<file path="config.mk">
export PLATFORM = sky130hd
export DESIGN_NAME = cascade_fm_oscillator_flat
export DESIGN_NICKNAME = d
export VERILOG_FILES = /design/src/hdl/cfm_pkg.sv /design/src/hdl/cfm_in_if.sv /design/src/hdl/cfm_out_if.sv /design/src/hdl/cfm_cfg_if.sv /design/src/hdl/cfm_ctrl.sv /design/src/hdl/cfm_datapath.sv /design/src/hdl/cascade_fm_oscillator.sv /design/src/flat_wrapper.sv
export VERILOG_INCLUDE_DIRS = /design/src /design/src/hdl
export SDC_FILE = /design/constraint.sdc
export NUM_CORES = 2
export LEC_CHECK = 0
export CAP_MARGIN = 20
export CORE_MARGIN = 2
export CORE_UTILIZATION = 30
export DETAILED_ROUTE_END_ITERATION = 7
export DONT_BUFFER_PORTS = 1
export PLACE_DENSITY = 0.5
export SYNTH_ARGS = -nofsm -noshare
export SYNTH_HDL_FRONTEND = slang
export SYNTH_SLANG_ARGS = --single-unit
export TNS_END_PERCENT = 30
</file>
<file path="constraint.sdc">
create_clock -name clk_i -period 25.9 [get_ports clk_i]
set_clock_uncertainty 0.2 [all_clocks]
set_input_delay 2.59 -clock clk_i [delete_from_list [all_inputs] [get_ports clk_i]]
set_output_delay 2.59 -clock clk_i [all_outputs]
set_load 0.01 [all_outputs]
</file>
<file path="src/hdl/assert_macros.svh">
// ----------------------------------------------------------------------------
// assert_macros.svh
// Assertion helper macros used by the top level of the FM oscillator.
// ----------------------------------------------------------------------------
`ifndef ASSERT_MACROS_SVH
`define ASSERT_MACROS_SVH

// Checked on every clock edge outside reset (needs clk_i and rst_ni in scope)
`define CFM_ASSERT(lbl, prop, msg) \
  lbl: assert property (@(posedge clk_i) disable iff (!rst_ni) prop) \
    else $error(msg);

// Checked on every clock edge, reset included (needs clk_i in scope)
`define CFM_ASSERT_ALWAYS(lbl, prop, msg) \
  lbl: assert property (@(posedge clk_i) prop) \
    else $error(msg);

`endif

</file>
<file path="src/hdl/cfm_pkg.sv">
// ----------------------------------------------------------------------------
// cfm_pkg
// Shared types and constants of the cascade FM oscillator.
// ----------------------------------------------------------------------------
package cfm_pkg;

  // Configuration port geometry
  localparam int CFG_INDEX_BITS = 3;
  localparam int CFG_DATA_BITS  = 24;

  // Output sample width on the result channel
  localparam int OUT_BITS = 16;

  // Register map
  typedef enum logic [CFG_INDEX_BITS-1:0] {
    REG_CARRIER_STEP = 3'd0,
    REG_MOD_ONE_STEP = 3'd1,
    REG_MOD_TWO_STEP = 3'd2,
    REG_INDEX_ONE    = 3'd3,
    REG_INDEX_TWO    = 3'd4,
    REG_OUT_GAIN     = 3'd5,
    REG_SAMPLE_TOTAL = 3'd6
  } cfm_reg_e;

  // Register reset values
  localparam logic [15:0] OUT_GAIN_RST     = 16'd16384;
  localparam logic [23:0] SAMPLE_TOTAL_RST = 24'd44100;

  // Datapath operations
  typedef enum logic [2:0] {
    OP_NONE   = 3'd0,
    OP_SINE   = 3'd1,
    OP_MUL    = 3'd2,
    OP_ADD    = 3'd3,
    OP_FINISH = 3'd4
  } cfm_op_e;

  // Operator level that an operation works on
  typedef enum logic [1:0] {
    LVL_CARRIER = 2'd0,
    LVL_MOD_ONE = 2'd1,
    LVL_MOD_TWO = 2'd2,
    LVL_GAIN    = 2'd3
  } cfm_lvl_e;

  // Command from controller to datapath
  typedef struct packed {
    logic     clear;  // restart request accepted: zero phases and counter
    cfm_op_e  op;
    cfm_lvl_e lvl;
  } cfm_cmd_t;

endpackage

</file>
<file path="src/hdl/cfm_in_if.sv">
// ----------------------------------------------------------------------------
// cfm_in_if
// Request channel carrying one sample tick and its restart flag.
// ----------------------------------------------------------------------------
interface cfm_in_if;
  logic valid;
  logic ready;
  logic restart;

  modport source (output valid, output restart, input ready);
  modport sink   (input valid, input restart, output ready);
endinterface

</file>
<file path="src/hdl/cfm_out_if.sv">
// ----------------------------------------------------------------------------
// cfm_out_if
// Result channel carrying one synthesized sample.
// ----------------------------------------------------------------------------
interface cfm_out_if;
  logic                                valid;
  logic                                ready;
  logic signed [cfm_pkg::OUT_BITS-1:0] sample_out;
  logic                                note_end;

  modport source (output valid, output sample_out, output note_end, input ready);
  modport sink   (input valid, input sample_out, input note_end, output ready);
endinterface

</file>
<file path="src/hdl/cfm_cfg_if.sv">
// ----------------------------------------------------------------------------
// cfm_cfg_if
// Configuration write channel: register index and write data.
// ----------------------------------------------------------------------------
interface cfm_cfg_if;
  logic                               valid;
  logic                               ready;
  logic [cfm_pkg::CFG_INDEX_BITS-1:0] index;
  logic [cfm_pkg::CFG_DATA_BITS-1:0]  data;

  modport source (output valid, output index, output data, input ready);
  modport sink   (input valid, input index, input data, output ready);
endinterface

</file>
<file path="src/hdl/cfm_ctrl.sv">
// ----------------------------------------------------------------------------
// cfm_ctrl
// Sequencer: walks the shared sine table and multiplier through the three
// operators of one sample and owns the request/result handshakes.
// ----------------------------------------------------------------------------
module cfm_ctrl (
  input  logic              clk_i,
  input  logic              rst_ni,
  input  logic              in_valid_i,
  input  logic              in_restart_i,
  output logic              in_ready_o,
  output logic              out_valid_o,
  input  logic              out_ready_i,
  output cfm_pkg::cfm_cmd_t cmd_o
);

  typedef enum logic [9:0] {
    ST_IDLE = 10'b00_0000_0001,
    ST_SIN2 = 10'b00_0000_0010,
    ST_MUL2 = 10'b00_0000_0100,
    ST_ADD1 = 10'b00_0000_1000,
    ST_SIN1 = 10'b00_0001_0000,
    ST_MUL1 = 10'b00_0010_0000,
    ST_ADD0 = 10'b00_0100_0000,
    ST_SIN0 = 10'b00_1000_0000,
    ST_MULG = 10'b01_0000_0000,
    ST_DONE = 10'b10_0000_0000
  } state_e;

  state_e state_q, state_d;
  logic   out_valid_q, out_valid_d;
  logic   out_free;
  logic   take;
  logic   finish;

  // Result slot is free when empty or being drained this cycle
  assign out_free   = !out_valid_q || out_ready_i;
  assign in_ready_o = (state_q == ST_IDLE) || ((state_q == ST_DONE) && out_free);
  assign take       = in_valid_i && in_ready_o;
  assign finish     = (state_q == ST_DONE) && out_free;

  // Next state and datapath command
  always_comb begin
    state_d     = state_q;
    cmd_o.clear = take && in_restart_i;
    cmd_o.op    = cfm_pkg::OP_NONE;
    cmd_o.lvl   = cfm_pkg::LVL_CARRIER;
    unique case (state_q)
      ST_IDLE: begin
        if (take) state_d = ST_SIN2;
      end
      ST_SIN2: begin
        cmd_o.op  = cfm_pkg::OP_SINE;
        cmd_o.lvl = cfm_pkg::LVL_MOD_TWO;
        state_d   = ST_MUL2;
      end
      ST_MUL2: begin
        cmd_o.op  = cfm_pkg::OP_MUL;
        cmd_o.lvl = cfm_pkg::LVL_MOD_TWO;
        state_d   = ST_ADD1;
      end
      ST_ADD1: begin
        cmd_o.op  = cfm_pkg::OP_ADD;
        cmd_o.lvl = cfm_pkg::LVL_MOD_ONE;
        state_d   = ST_SIN1;
      end
      ST_SIN1: begin
        cmd_o.op  = cfm_pkg::OP_SINE;
        cmd_o.lvl = cfm_pkg::LVL_MOD_ONE;
        state_d   = ST_MUL1;
      end
      ST_MUL1: begin
        cmd_o.op  = cfm_pkg::OP_MUL;
        cmd_o.lvl = cfm_pkg::LVL_MOD_ONE;
        state_d   = ST_ADD0;
      end
      ST_ADD0: begin
        cmd_o.op  = cfm_pkg::OP_ADD;
        cmd_o.lvl = cfm_pkg::LVL_CARRIER;
        state_d   = ST_SIN0;
      end
      ST_SIN0: begin
        cmd_o.op  = cfm_pkg::OP_SINE;
        cmd_o.lvl = cfm_pkg::LVL_CARRIER;
        state_d   = ST_MULG;
      end
      ST_MULG: begin
        cmd_o.op  = cfm_pkg::OP_MUL;
        cmd_o.lvl = cfm_pkg::LVL_GAIN;
        state_d   = ST_DONE;
      end
      ST_DONE: begin
        // wait here while the previous result is still held
        if (finish) begin
          cmd_o.op = cfm_pkg::OP_FINISH;
          state_d  = take ? ST_SIN2 : ST_IDLE;
        end
      end
      default: state_d = ST_IDLE;
    endcase
  end

  // Result valid flag: set on finish, cleared when taken
  always_comb begin
    out_valid_d = out_valid_q;
    if (out_valid_q && out_ready_i) out_valid_d = 1'b0;
    if (finish) out_valid_d = 1'b1;
  end

  assign out_valid_o = out_valid_q;

  always_ff @(posedge clk_i or negedge rst_ni) begin
    if (!rst_ni) begin
      state_q     <= ST_IDLE;
      out_valid_q <= 1'b0;
    end else begin
      state_q     <= state_d;
      out_valid_q <= out_valid_d;
    end
  end

endmodule

</file>
<file path="src/hdl/cfm_datapath.sv">
// ----------------------------------------------------------------------------
// cfm_datapath
// Phase accumulators, sample counter, quarter-wave sine table, one shared
// multiplier and the output rounding/saturation stage.
// ----------------------------------------------------------------------------
module cfm_datapath #(
  parameter int PHASE_BITS     = 24,
  parameter int SINE_ADDR_BITS = 10,
  parameter int SAMPLE_BITS    = 16
) (
  input  logic                                clk_i,
  input  logic                                rst_ni,
  input  cfm_pkg::cfm_cmd_t                   cmd_i,
  input  logic [PHASE_BITS-1:0]               carrier_step_i,
  input  logic [PHASE_BITS-1:0]               mod_one_step_i,
  input  logic [PHASE_BITS-1:0]               mod_two_step_i,
  input  logic [15:0]                         index_one_i,
  input  logic [15:0]                         index_two_i,
  input  logic [15:0]                         out_gain_i,
  input  logic [23:0]                         sample_total_i,
  output logic signed [cfm_pkg::OUT_BITS-1:0] sample_out_o,
  output logic                                note_end_o
);

  localparam int QB   = SINE_ADDR_BITS - 2;        // quarter-wave address bits
  localparam int QLEN = 1 << QB;
  localparam int SF   = SAMPLE_BITS - 1;           // sine fraction bits
  localparam int FB   = 12 + SF;                   // fraction bits of index * sine
  localparam int PW   = 17 + SAMPLE_BITS;          // product width
  localparam int YW   = PW - 14;                   // rounded sample width
  localparam int OW   = (SAMPLE_BITS > cfm_pkg::OUT_BITS) ? SAMPLE_BITS : cfm_pkg::OUT_BITS;

  // Q30 Taylor coefficients of sin(pi/2 * x)
  localparam logic [63:0] K_A = 64'd1686629713;
  localparam logic [63:0] K_B = 64'd693598668;
  localparam logic [63:0] K_C = 64'd85569306;
  localparam logic [63:0] K_D = 64'd5026994;

  localparam logic signed [YW-1:0] Y_MAX = YW'((64'd1 << SF) - 64'd1);
  localparam logic signed [YW-1:0] Y_MIN = ~Y_MAX;

  // Quarter-wave entry, evaluated at elaboration
  function automatic logic [SF-1:0] sine_entry(input int unsigned pos);
    logic [63:0] x;
    logic [63:0] x2;
    logic [63:0] p;
    logic [63:0] v;
    x  = 64'(pos) << (30 - QB);
    x2 = (x * x) >> 30;
    p  = K_C - ((x2 * K_D) >> 30);
    p  = K_B - ((x2 * p) >> 30);
    p  = K_A - ((x2 * p) >> 30);
    p  = (x * p) >> 30;
    v  = (p + (64'd1 << (29 - SF))) >> (30 - SF);
    if (v > ((64'd1 << SF) - 64'd1)) v = (64'd1 << SF) - 64'd1;
    return SF'(v);
  endfunction

  // Quarter-wave table; the full-scale point (pos == QLEN) is kept apart
  localparam logic [SF-1:0] SINE_EDGE = sine_entry(QLEN);
  logic [SF-1:0] quarter_rom [QLEN];

  for (genvar k = 0; k < QLEN; k++) begin : g_rom
    assign quarter_rom[k] = sine_entry(k);
  end

  // Architectural state
  logic [PHASE_BITS-1:0] carrier_q, mod_one_q, mod_two_q;
  logic [23:0]           idx_q;

  // Work registers
  logic signed [SAMPLE_BITS-1:0] s_q;
  logic signed [PW-1:0]          prod_q;
  logic [PHASE_BITS-1:0]         ph_q;
  logic signed [cfm_pkg::OUT_BITS-1:0] sample_q;
  logic                          note_end_q;

  // Sine lookup with quadrant folding
  logic [PHASE_BITS-1:0]     sin_src;
  logic [SINE_ADDR_BITS-1:0] sin_addr;
  logic [1:0]                quad;
  logic [QB:0]               mpos;
  logic [SF-1:0]             mag;
  logic signed [SAMPLE_BITS-1:0] sin_val;

  assign sin_src  = (cmd_i.lvl == cfm_pkg::LVL_MOD_TWO) ? mod_two_q : ph_q;
  assign sin_addr = sin_src[PHASE_BITS-1 -: SINE_ADDR_BITS];
  assign quad     = sin_addr[SINE_ADDR_BITS-1 -: 2];
  assign mpos     = quad[0] ? ((QB+1)'(QLEN) - {1'b0, sin_addr[QB-1:0]})
                            : {1'b0, sin_addr[QB-1:0]};
  assign mag      = mpos[QB] ? SINE_EDGE : quarter_rom[mpos[QB-1:0]];
  assign sin_val  = quad[1] ? -$signed({1'b0, mag}) : $signed({1'b0, mag});

  // Shared multiplier operand
  logic signed [16:0] mul_a;
  always_comb begin
    unique case (cmd_i.lvl)
      cfm_pkg::LVL_MOD_TWO: mul_a = $signed({1'b0, index_two_i});
      cfm_pkg::LVL_MOD_ONE: mul_a = $signed({1'b0, index_one_i});
      cfm_pkg::LVL_CARRIER,
      cfm_pkg::LVL_GAIN:    mul_a = $signed({1'b0, out_gain_i});
      default:              mul_a = $signed({1'b0, out_gain_i});
    endcase
  end

  // Modulation offset: product rescaled to phase fraction bits
  logic [PHASE_BITS-1:0] offset;
  if (FB >= PHASE_BITS) begin : g_off_down
    assign offset = prod_q[FB-PHASE_BITS +: PHASE_BITS];
  end else begin : g_off_up
    assign offset = {prod_q[FB-1:0], {(PHASE_BITS-FB){1'b0}}};
  end

  logic [PHASE_BITS-1:0] add_base;
  assign add_base = (cmd_i.lvl == cfm_pkg::LVL_MOD_ONE) ? mod_one_q : carrier_q;

  // Output rounding (round half up) and saturation
  logic signed [PW:0]             round_sum;
  logic signed [YW-1:0]           y;
  logic signed [SAMPLE_BITS-1:0]  sat;
  logic signed [OW-1:0]           sat_ext;

  assign round_sum = $signed({prod_q[PW-1], prod_q}) + $signed((PW+1)'(16384));
  assign y         = $signed(round_sum[PW:15]);

  always_comb begin
    if (y > Y_MAX)      sat = Y_MAX[SAMPLE_BITS-1:0];
    else if (y < Y_MIN) sat = Y_MIN[SAMPLE_BITS-1:0];
    else                sat = y[SAMPLE_BITS-1:0];
  end

  assign sat_ext = OW'(sat);

  // Note end detection
  logic [24:0] idx_inc;
  logic        last;
  assign idx_inc = {1'b0, idx_q} + 25'd1;
  assign last    = idx_inc >= {1'b0, sample_total_i};

  // Work registers, no reset needed
  always_ff @(posedge clk_i) begin
    if (cmd_i.op == cfm_pkg::OP_SINE) s_q <= sin_val;
    if (cmd_i.op == cfm_pkg::OP_MUL)  prod_q <= mul_a * s_q;
    if (cmd_i.op == cfm_pkg::OP_ADD)  ph_q <= add_base + offset;
    if (cmd_i.op == cfm_pkg::OP_FINISH) begin
      sample_q   <= sat_ext[cfm_pkg::OUT_BITS-1:0];
      note_end_q <= last;
    end
  end

  // Phases and counter: advance after a sample, restart overrides
  always_ff @(posedge clk_i or negedge rst_ni) begin
    if (!rst_ni) begin
      carrier_q <= '0;
      mod_one_q <= '0;
      mod_two_q <= '0;
      idx_q     <= '0;
    end else begin
      if (cmd_i.clear) begin
        carrier_q <= '0;
        mod_one_q <= '0;
        mod_two_q <= '0;
        idx_q     <= '0;
      end else if (cmd_i.op == cfm_pkg::OP_FINISH) begin
        carrier_q <= carrier_q + carrier_step_i;
        mod_one_q <= mod_one_q + mod_one_step_i;
        mod_two_q <= mod_two_q + mod_two_step_i;
        idx_q     <= last ? '0 : idx_inc[23:0];
      end
    end
  end

  assign sample_out_o = sample_q;
  assign note_end_o   = note_end_q;

endmodule

</file>
<file path="src/hdl/cascade_fm_oscillator.sv">
// ----------------------------------------------------------------------------
// cascade_fm_oscillator
// Three-operator cascade FM oscillator: gain * sin(C + I1*sin(M1 + I2*sin(M2)))
// per sample tick, with a shared sine table and multiplier.
//
//   channel  dir  payload                  notes
//   in_i     in   restart                  one request per audio sample
//   out_o    out  sample_out, note_end     one result per request
//   cfg_i    in   index, data              register write, always ready
//
// An accepted request walks the sine, multiply and add steps of the three
// operators, then a final step writes its result to the output register;
// the next request is taken in the cycle the result is written. The single
// sine table and multiplier are visited three times per sample.
// A held result stalls the final step of the sample in flight, and no new
// request is accepted until that step completes. No memory clearing pass
// after reset.
// ----------------------------------------------------------------------------
`include "assert_macros.svh"

module cascade_fm_oscillator #(
  parameter int PHASE_BITS     = 24,
  parameter int SINE_ADDR_BITS = 10,
  parameter int SAMPLE_BITS    = 16
) (
  input  logic      clk_i,
  input  logic      rst_ni,
  cfm_in_if.sink    in_i,
  cfm_out_if.source out_o,
  cfm_cfg_if.sink   cfg_i
);

  // Configuration registers
  logic [23:0] carrier_step_q, mod_one_step_q, mod_two_step_q, sample_total_q;
  logic [15:0] index_one_q, index_two_q, out_gain_q;

  assign cfg_i.ready = 1'b1;

  always_ff @(posedge clk_i or negedge rst_ni) begin
    if (!rst_ni) begin
      carrier_step_q <= '0;
      mod_one_step_q <= '0;
      mod_two_step_q <= '0;
      index_one_q    <= '0;
      index_two_q    <= '0;
      out_gain_q     <= cfm_pkg::OUT_GAIN_RST;
      sample_total_q <= cfm_pkg::SAMPLE_TOTAL_RST;
    end else if (cfg_i.valid) begin
      unique case (cfg_i.index)
        cfm_pkg::REG_CARRIER_STEP: carrier_step_q <= cfg_i.data;
        cfm_pkg::REG_MOD_ONE_STEP: mod_one_step_q <= cfg_i.data;
        cfm_pkg::REG_MOD_TWO_STEP: mod_two_step_q <= cfg_i.data;
        cfm_pkg::REG_INDEX_ONE:    index_one_q    <= cfg_i.data[15:0];
        cfm_pkg::REG_INDEX_TWO:    index_two_q    <= cfg_i.data[15:0];
        cfm_pkg::REG_OUT_GAIN:     out_gain_q     <= cfg_i.data[15:0];
        cfm_pkg::REG_SAMPLE_TOTAL: sample_total_q <= cfg_i.data;
        default: ;
      endcase
    end
  end

  // Controller
  cfm_pkg::cfm_cmd_t cmd;
  logic              out_valid;

  cfm_ctrl u_ctrl (
    .clk_i        (clk_i),
    .rst_ni       (rst_ni),
    .in_valid_i   (in_i.valid),
    .in_restart_i (in_i.restart),
    .in_ready_o   (in_i.ready),
    .out_valid_o  (out_valid),
    .out_ready_i  (out_o.ready),
    .cmd_o        (cmd)
  );

  assign out_o.valid = out_valid;

  // Datapath
  cfm_datapath #(
    .PHASE_BITS     (PHASE_BITS),
    .SINE_ADDR_BITS (SINE_ADDR_BITS),
    .SAMPLE_BITS    (SAMPLE_BITS)
  ) u_datapath (
    .clk_i          (clk_i),
    .rst_ni         (rst_ni),
    .cmd_i          (cmd),
    .carrier_step_i (PHASE_BITS'(carrier_step_q)),
    .mod_one_step_i (PHASE_BITS'(mod_one_step_q)),
    .mod_two_step_i (PHASE_BITS'(mod_two_step_q)),
    .index_one_i    (index_one_q),
    .index_two_i    (index_two_q),
    .out_gain_i     (out_gain_q),
    .sample_total_i (sample_total_q),
    .sample_out_o   (out_o.sample_out),
    .note_end_o     (out_o.note_end)
  );

  // Handshake terms for the checks below
  logic in_take;
  logic fin_step;
  logic out_free;
  assign in_take  = in_i.valid && in_i.ready;
  assign fin_step = (cmd.op == cfm_pkg::OP_FINISH);
  assign out_free = !out_valid || out_o.ready;

  // A result only appears right after the finishing step
  `CFM_ASSERT(a_valid_from_finish, $rose(out_valid) |-> $past(fin_step), "valid without finish")
  // One sample occupies the datapath for several cycles
  `CFM_ASSERT(a_no_back_to_back, in_take |=> !in_take, "request accepted in consecutive cycles")
  // Finishing never overwrites a result that is still held
  `CFM_ASSERT_ALWAYS(a_finish_slot_free, fin_step |-> out_free, "finish into an occupied slot")

endmodule
</file>
<file path="src/flat_wrapper.sv">
// flat-port wrapper written by rule: the top's interface ports become plain ports
module cascade_fm_oscillator_flat 
#(
  parameter int PHASE_BITS     = 24,
  parameter int SINE_ADDR_BITS = 10,
  parameter int SAMPLE_BITS    = 16
)
  (clk_i, rst_ni, in_i_valid, in_i_restart, in_i_ready, out_o_valid, out_o_sample_out, out_o_note_end, out_o_ready, cfg_i_valid, cfg_i_index, cfg_i_data, cfg_i_ready);
  cfm_in_if in_i_i ();
  cfm_out_if out_o_i ();
  cfm_cfg_if cfg_i_i ();
  input  logic clk_i;
  input  logic rst_ni;
  input wire logic [$bits(in_i_i.valid)-1:0] in_i_valid;
  input wire logic [$bits(in_i_i.restart)-1:0] in_i_restart;
  output wire logic [$bits(in_i_i.ready)-1:0] in_i_ready;
  output wire logic [$bits(out_o_i.valid)-1:0] out_o_valid;
  output wire logic [$bits(out_o_i.sample_out)-1:0] out_o_sample_out;
  output wire logic [$bits(out_o_i.note_end)-1:0] out_o_note_end;
  input wire logic [$bits(out_o_i.ready)-1:0] out_o_ready;
  input wire logic [$bits(cfg_i_i.valid)-1:0] cfg_i_valid;
  input wire logic [$bits(cfg_i_i.index)-1:0] cfg_i_index;
  input wire logic [$bits(cfg_i_i.data)-1:0] cfg_i_data;
  output wire logic [$bits(cfg_i_i.ready)-1:0] cfg_i_ready;
  assign in_i_i.valid = in_i_valid;
  assign in_i_i.restart = in_i_restart;
  assign in_i_ready = in_i_i.ready;
  assign out_o_valid = out_o_i.valid;
  assign out_o_sample_out = out_o_i.sample_out;
  assign out_o_note_end = out_o_i.note_end;
  assign out_o_i.ready = out_o_ready;
  assign cfg_i_i.valid = cfg_i_valid;
  assign cfg_i_i.index = cfg_i_index;
  assign cfg_i_i.data = cfg_i_data;
  assign cfg_i_ready = cfg_i_i.ready;
  cascade_fm_oscillator #(.PHASE_BITS(PHASE_BITS), .SINE_ADDR_BITS(SINE_ADDR_BITS), .SAMPLE_BITS(SAMPLE_BITS)) u_core (.clk_i(clk_i), .rst_ni(rst_ni), .in_i(in_i_i), .out_o(out_o_i), .cfg_i(cfg_i_i));
endmodule
</file>
==> results.sh <==
export IMPL_status="finished, final reports clean"
export IMPL_synth_xor_area_frac=0.0407
export IMPL_required_ns=26.12
export IMPL_worst_setup_path_end_kind="flip-flop"
export IMPL_cts_tree="yes"
export IMPL_synth_edf_count=73
export IMPL_tightest_slew_ns=1.22
export IMPL_rows=118
export IMPL_synth_top_family_by_area="adder cells"
export IMPL_ys_ff_latch=324
export IMPL_cts_root_buf="clkbuf_16"
export IMPL_antenna_left=0
export IMPL_synth_area_per_cell_um2=9.32
export IMPL_grt_max_degree=252
export IMPL_fmax_ghz=0.0978
export IMPL_synth_largest_area_cell="dfrtp_1"
export IMPL_grt_pass1_wl_um=155000
export IMPL_clk_pin_slew_ns=0.06
export IMPL_place_gp_congestion=0.983
export IMPL_synth_top_cell_area_share=0.193
export IMPL_critical_path_arrival_ns=10.44
export IMPL_ioPinCount=53
export IMPL_clk_latency_ns=0.56
export IMPL_synth_fa_ha_area_frac=0.231
export IMPL_track_usage=0.183
export IMPL_design_area_um2=34200
export IMPL_drc=0
export IMPL_ys_warn_count=0
export IMPL_finalCriticalPeriod_ns=10.22
export IMPL_place_hpwl_um=70200
export IMPL_yosys_top_cells_count="353 x nand2_1, 316 x inv_1, 264 x ha_1, 243 x dfrtp_1, 205 x o21ai_0"
export IMPL_rsz0062_at_grt="no"
export IMPL_routed_wl_um=98300
export IMPL_n_fill_cell=10900
export IMPL_async_flop_share=0.775
export IMPL_detail_route_wl_per_cell_um=20.8
export IMPL_die_area_um2=107000
export IMPL_multiInputGateArea_um2=21000
export IMPL_die_w_um=328
export IMPL_drive_gt1_frac=0.117
export IMPL_setup_tns_final_ns=0
export IMPL_grt_overflow_total=0
export IMPL_h_tree_depth=2
export IMPL_fin_util=0.330
export IMPL_synth_compound_area_frac=0.174
export IMPL_die_h_um=328
export IMPL_detail_route_vias_per_cell=5.45
export IMPL_seqCellArea_um2=8480
export IMPL_muxShareOfSynthArea=0.0715
export IMPL_initial_core_util=0.303
export IMPL_synth_seq_area_share=0.270
export IMPL_synth_area_leaders="dfrtp_1 19%, fa_1 13%, ha_1 11%"
export IMPL_cts_buffers=37
export IMPL_setup_viol=0
export IMPL_cts_hold_buf=0
export IMPL_cpPeakStageDelay_ns=0.70
export IMPL_finalHoldViolCount=0
export IMPL_layout_nets=3799
export IMPL_synth_area_um2=31400
export IMPL_antenna_found_initial=2
export IMPL_cts_sinks=324
export IMPL_max_slew_margin_rel=0.184
export IMPL_synth_most_common_cell="nand2_1"
export IMPL_critPathSlowestCell="a2111oi_0"
export IMPL_area_delta_synth_final_pct=8.84
export IMPL_drtIter0Drc=2367
export IMPL_grt_pass1_vias=25300
export IMPL_path_buf_inv=9
export IMPL_syn_num_nets=3865
export IMPL_clock_path_buffers=3
export IMPL_vias=25700
export IMPL_cts_setup_buffers=0
export IMPL_n_antenna_cell=0
export IMPL_post_route_period_util=0.395
export IMPL_post_place_cells=4644
export IMPL_dpl_instance_area_um2=32900
export IMPL_start_kind="flip-flop"
export IMPL_crit_type="reg2reg"
export IMPL_io_buffers=0
export IMPL_report_final_slew_viol_count=0
export IMPL_synthFlopType="dfrtp_1"
export IMPL_synth_simple_area_share=0.150
export IMPL_core_area_um2=104000
export IMPL_stdcell_count=4714
export IMPL_maxCapViolCount=0
export IMPL_synth_cell_types=119
export IMPL_dr_pass1_iters=6
export IMPL_crit_fanout=27
export IMPL_synth_cells=3371
export IMPL_crit_family="adder cells"
export IMPL_hp_class="reg2reg"
export IMPL_cts_resized=0
## per-layer routing
layer | part of all wire | global-route usage | vias up
li1 | - | - | 11800
met1 | 0.46 | 0.264 | 12700
met2 | 0.43 | 0.274 | 1002
met3 | 0.077 | 0.0350 | 230
met4 | 0.034 | 0.0563 | 0
met5 | 0 | 0 | -
## tightest hold or removal path, stage by stage, from the launching register on
cell and delay, ns:
dfrtp_1 0.35, nand2_1 0.05, o21ai_0 0.06
## layout make-up
type	instances	share of cell area
flip-flops and latches	324	0.248
multi-input cells	2558	0.615
well taps	1380	0.0505
repair buffers	64	0.0140
inverters	320	0.0351
clock buffers	55	0.0321
clock inverters	13	0.00582
## flip-flops by register name (all words and copies together) (netlist names), 24 cells and up
signal,flops
u_core.carrier_step_q,24
u_core.mod_one_step_q,24
u_core.mod_two_step_q,24
u_core.sample_total_q,24
u_core.u_datapath.carrier_q,24
u_core.u_datapath.idx_q,24
u_core.u_datapath.mod_one_q,24
u_core.u_datapath.mod_two_q,24
u_core.u_datapath.prod_q,30
## placed cells by master, fill, tap and decap left out, drive strengths merged, types with 12 or more instances in the layout
cell     synthesis  final
a21oi          171    171
dfrtp          243    243
buf             67     63
fa             197    197
nor3            51     51
o21bai          18     18
o2111ai         13     13
nand2b          15     15
nand2          354    354
o22ai           13     13
a22oi           16     16
a31oi           37     37
a21o            45     45
nand4           33     33
xor2            63     63
o221ai          18     18
inv            319    322
o21a            21     21
nor2           150    150
edfxtp          73     73
xnor2           83     83
a211o           12     12
a2111oi         13     13
mux2i           24     24
and2           110    110
mux2           175    175
nand3           71     71
ha             264    264
o211ai          46     46
a22o            12     12
nor2b           32     32
clkbuf         102     56
a311oi          12     12
a211oi          47     47
and3            31     31
o21ai          220    220
or2             18     18
o31ai           12     12
## per-stage QoR
stage | hold WS [ns] | setup WS (ns)
final | 0.292 | 15.68
after CTS | 0.297 | 15.63
after global placement | 0.270 | 15.75
after floorplan | 0.250 | 16.56
after global routing | 0.315 | 15.00
after detailed placement | 0.281 | 15.66
## kinds of logic (layout without fill, tap and decap cells)
kind of cell    count (synthesis)  count (layout)
simple gates                  939             939
compound gates                811             811
buf+inv                       489             452
xor+xnor                      146             146
flops                         324             324
fa+ha+maj                     461             461
other cells                     1               1
mux                           200             200
## path summary, 6_finish.rpt
| kind | end | slack, ns | depth (start not counted) | start |
|---|---|---|---|---|
| min in group asynchronous | u_core.sample_total_q[17]$_DFFE_PN0P_ | 1.53 | 0 | rst_ni |
| worst max register to register | u_core.u_datapath.prod_q[31]$_DFFE_PN_ | 15.68 | 34 | u_core.u_ctrl.state_q[1]$_DFFE_PN0P_ |
| worst max-delay path | u_core.u_datapath.prod_q[31]$_DFFE_PN_ | 15.68 | 34 | u_core.u_ctrl.state_q[1]$_DFFE_PN0P_ |
| worst min register to register | u_core.u_datapath.mod_two_q[2]$_DFFE_PN0P_ | 0.29 | 2 | u_core.u_datapath.mod_two_q[2]$_DFFE_PN0P_ |
| max in group asynchronous | u_core.carrier_step_q[0]$_DFFE_PN0P_ | 23.50 | 0 | rst_ni |
| worst min-delay path | u_core.u_datapath.mod_two_q[2]$_DFFE_PN0P_ | 0.29 | 2 | u_core.u_datapath.mod_two_q[2]$_DFFE_PN0P_ |
Power is not shown: default switching activity piles up to over one toggle a cycle in this logic, so the estimate is an artifact.
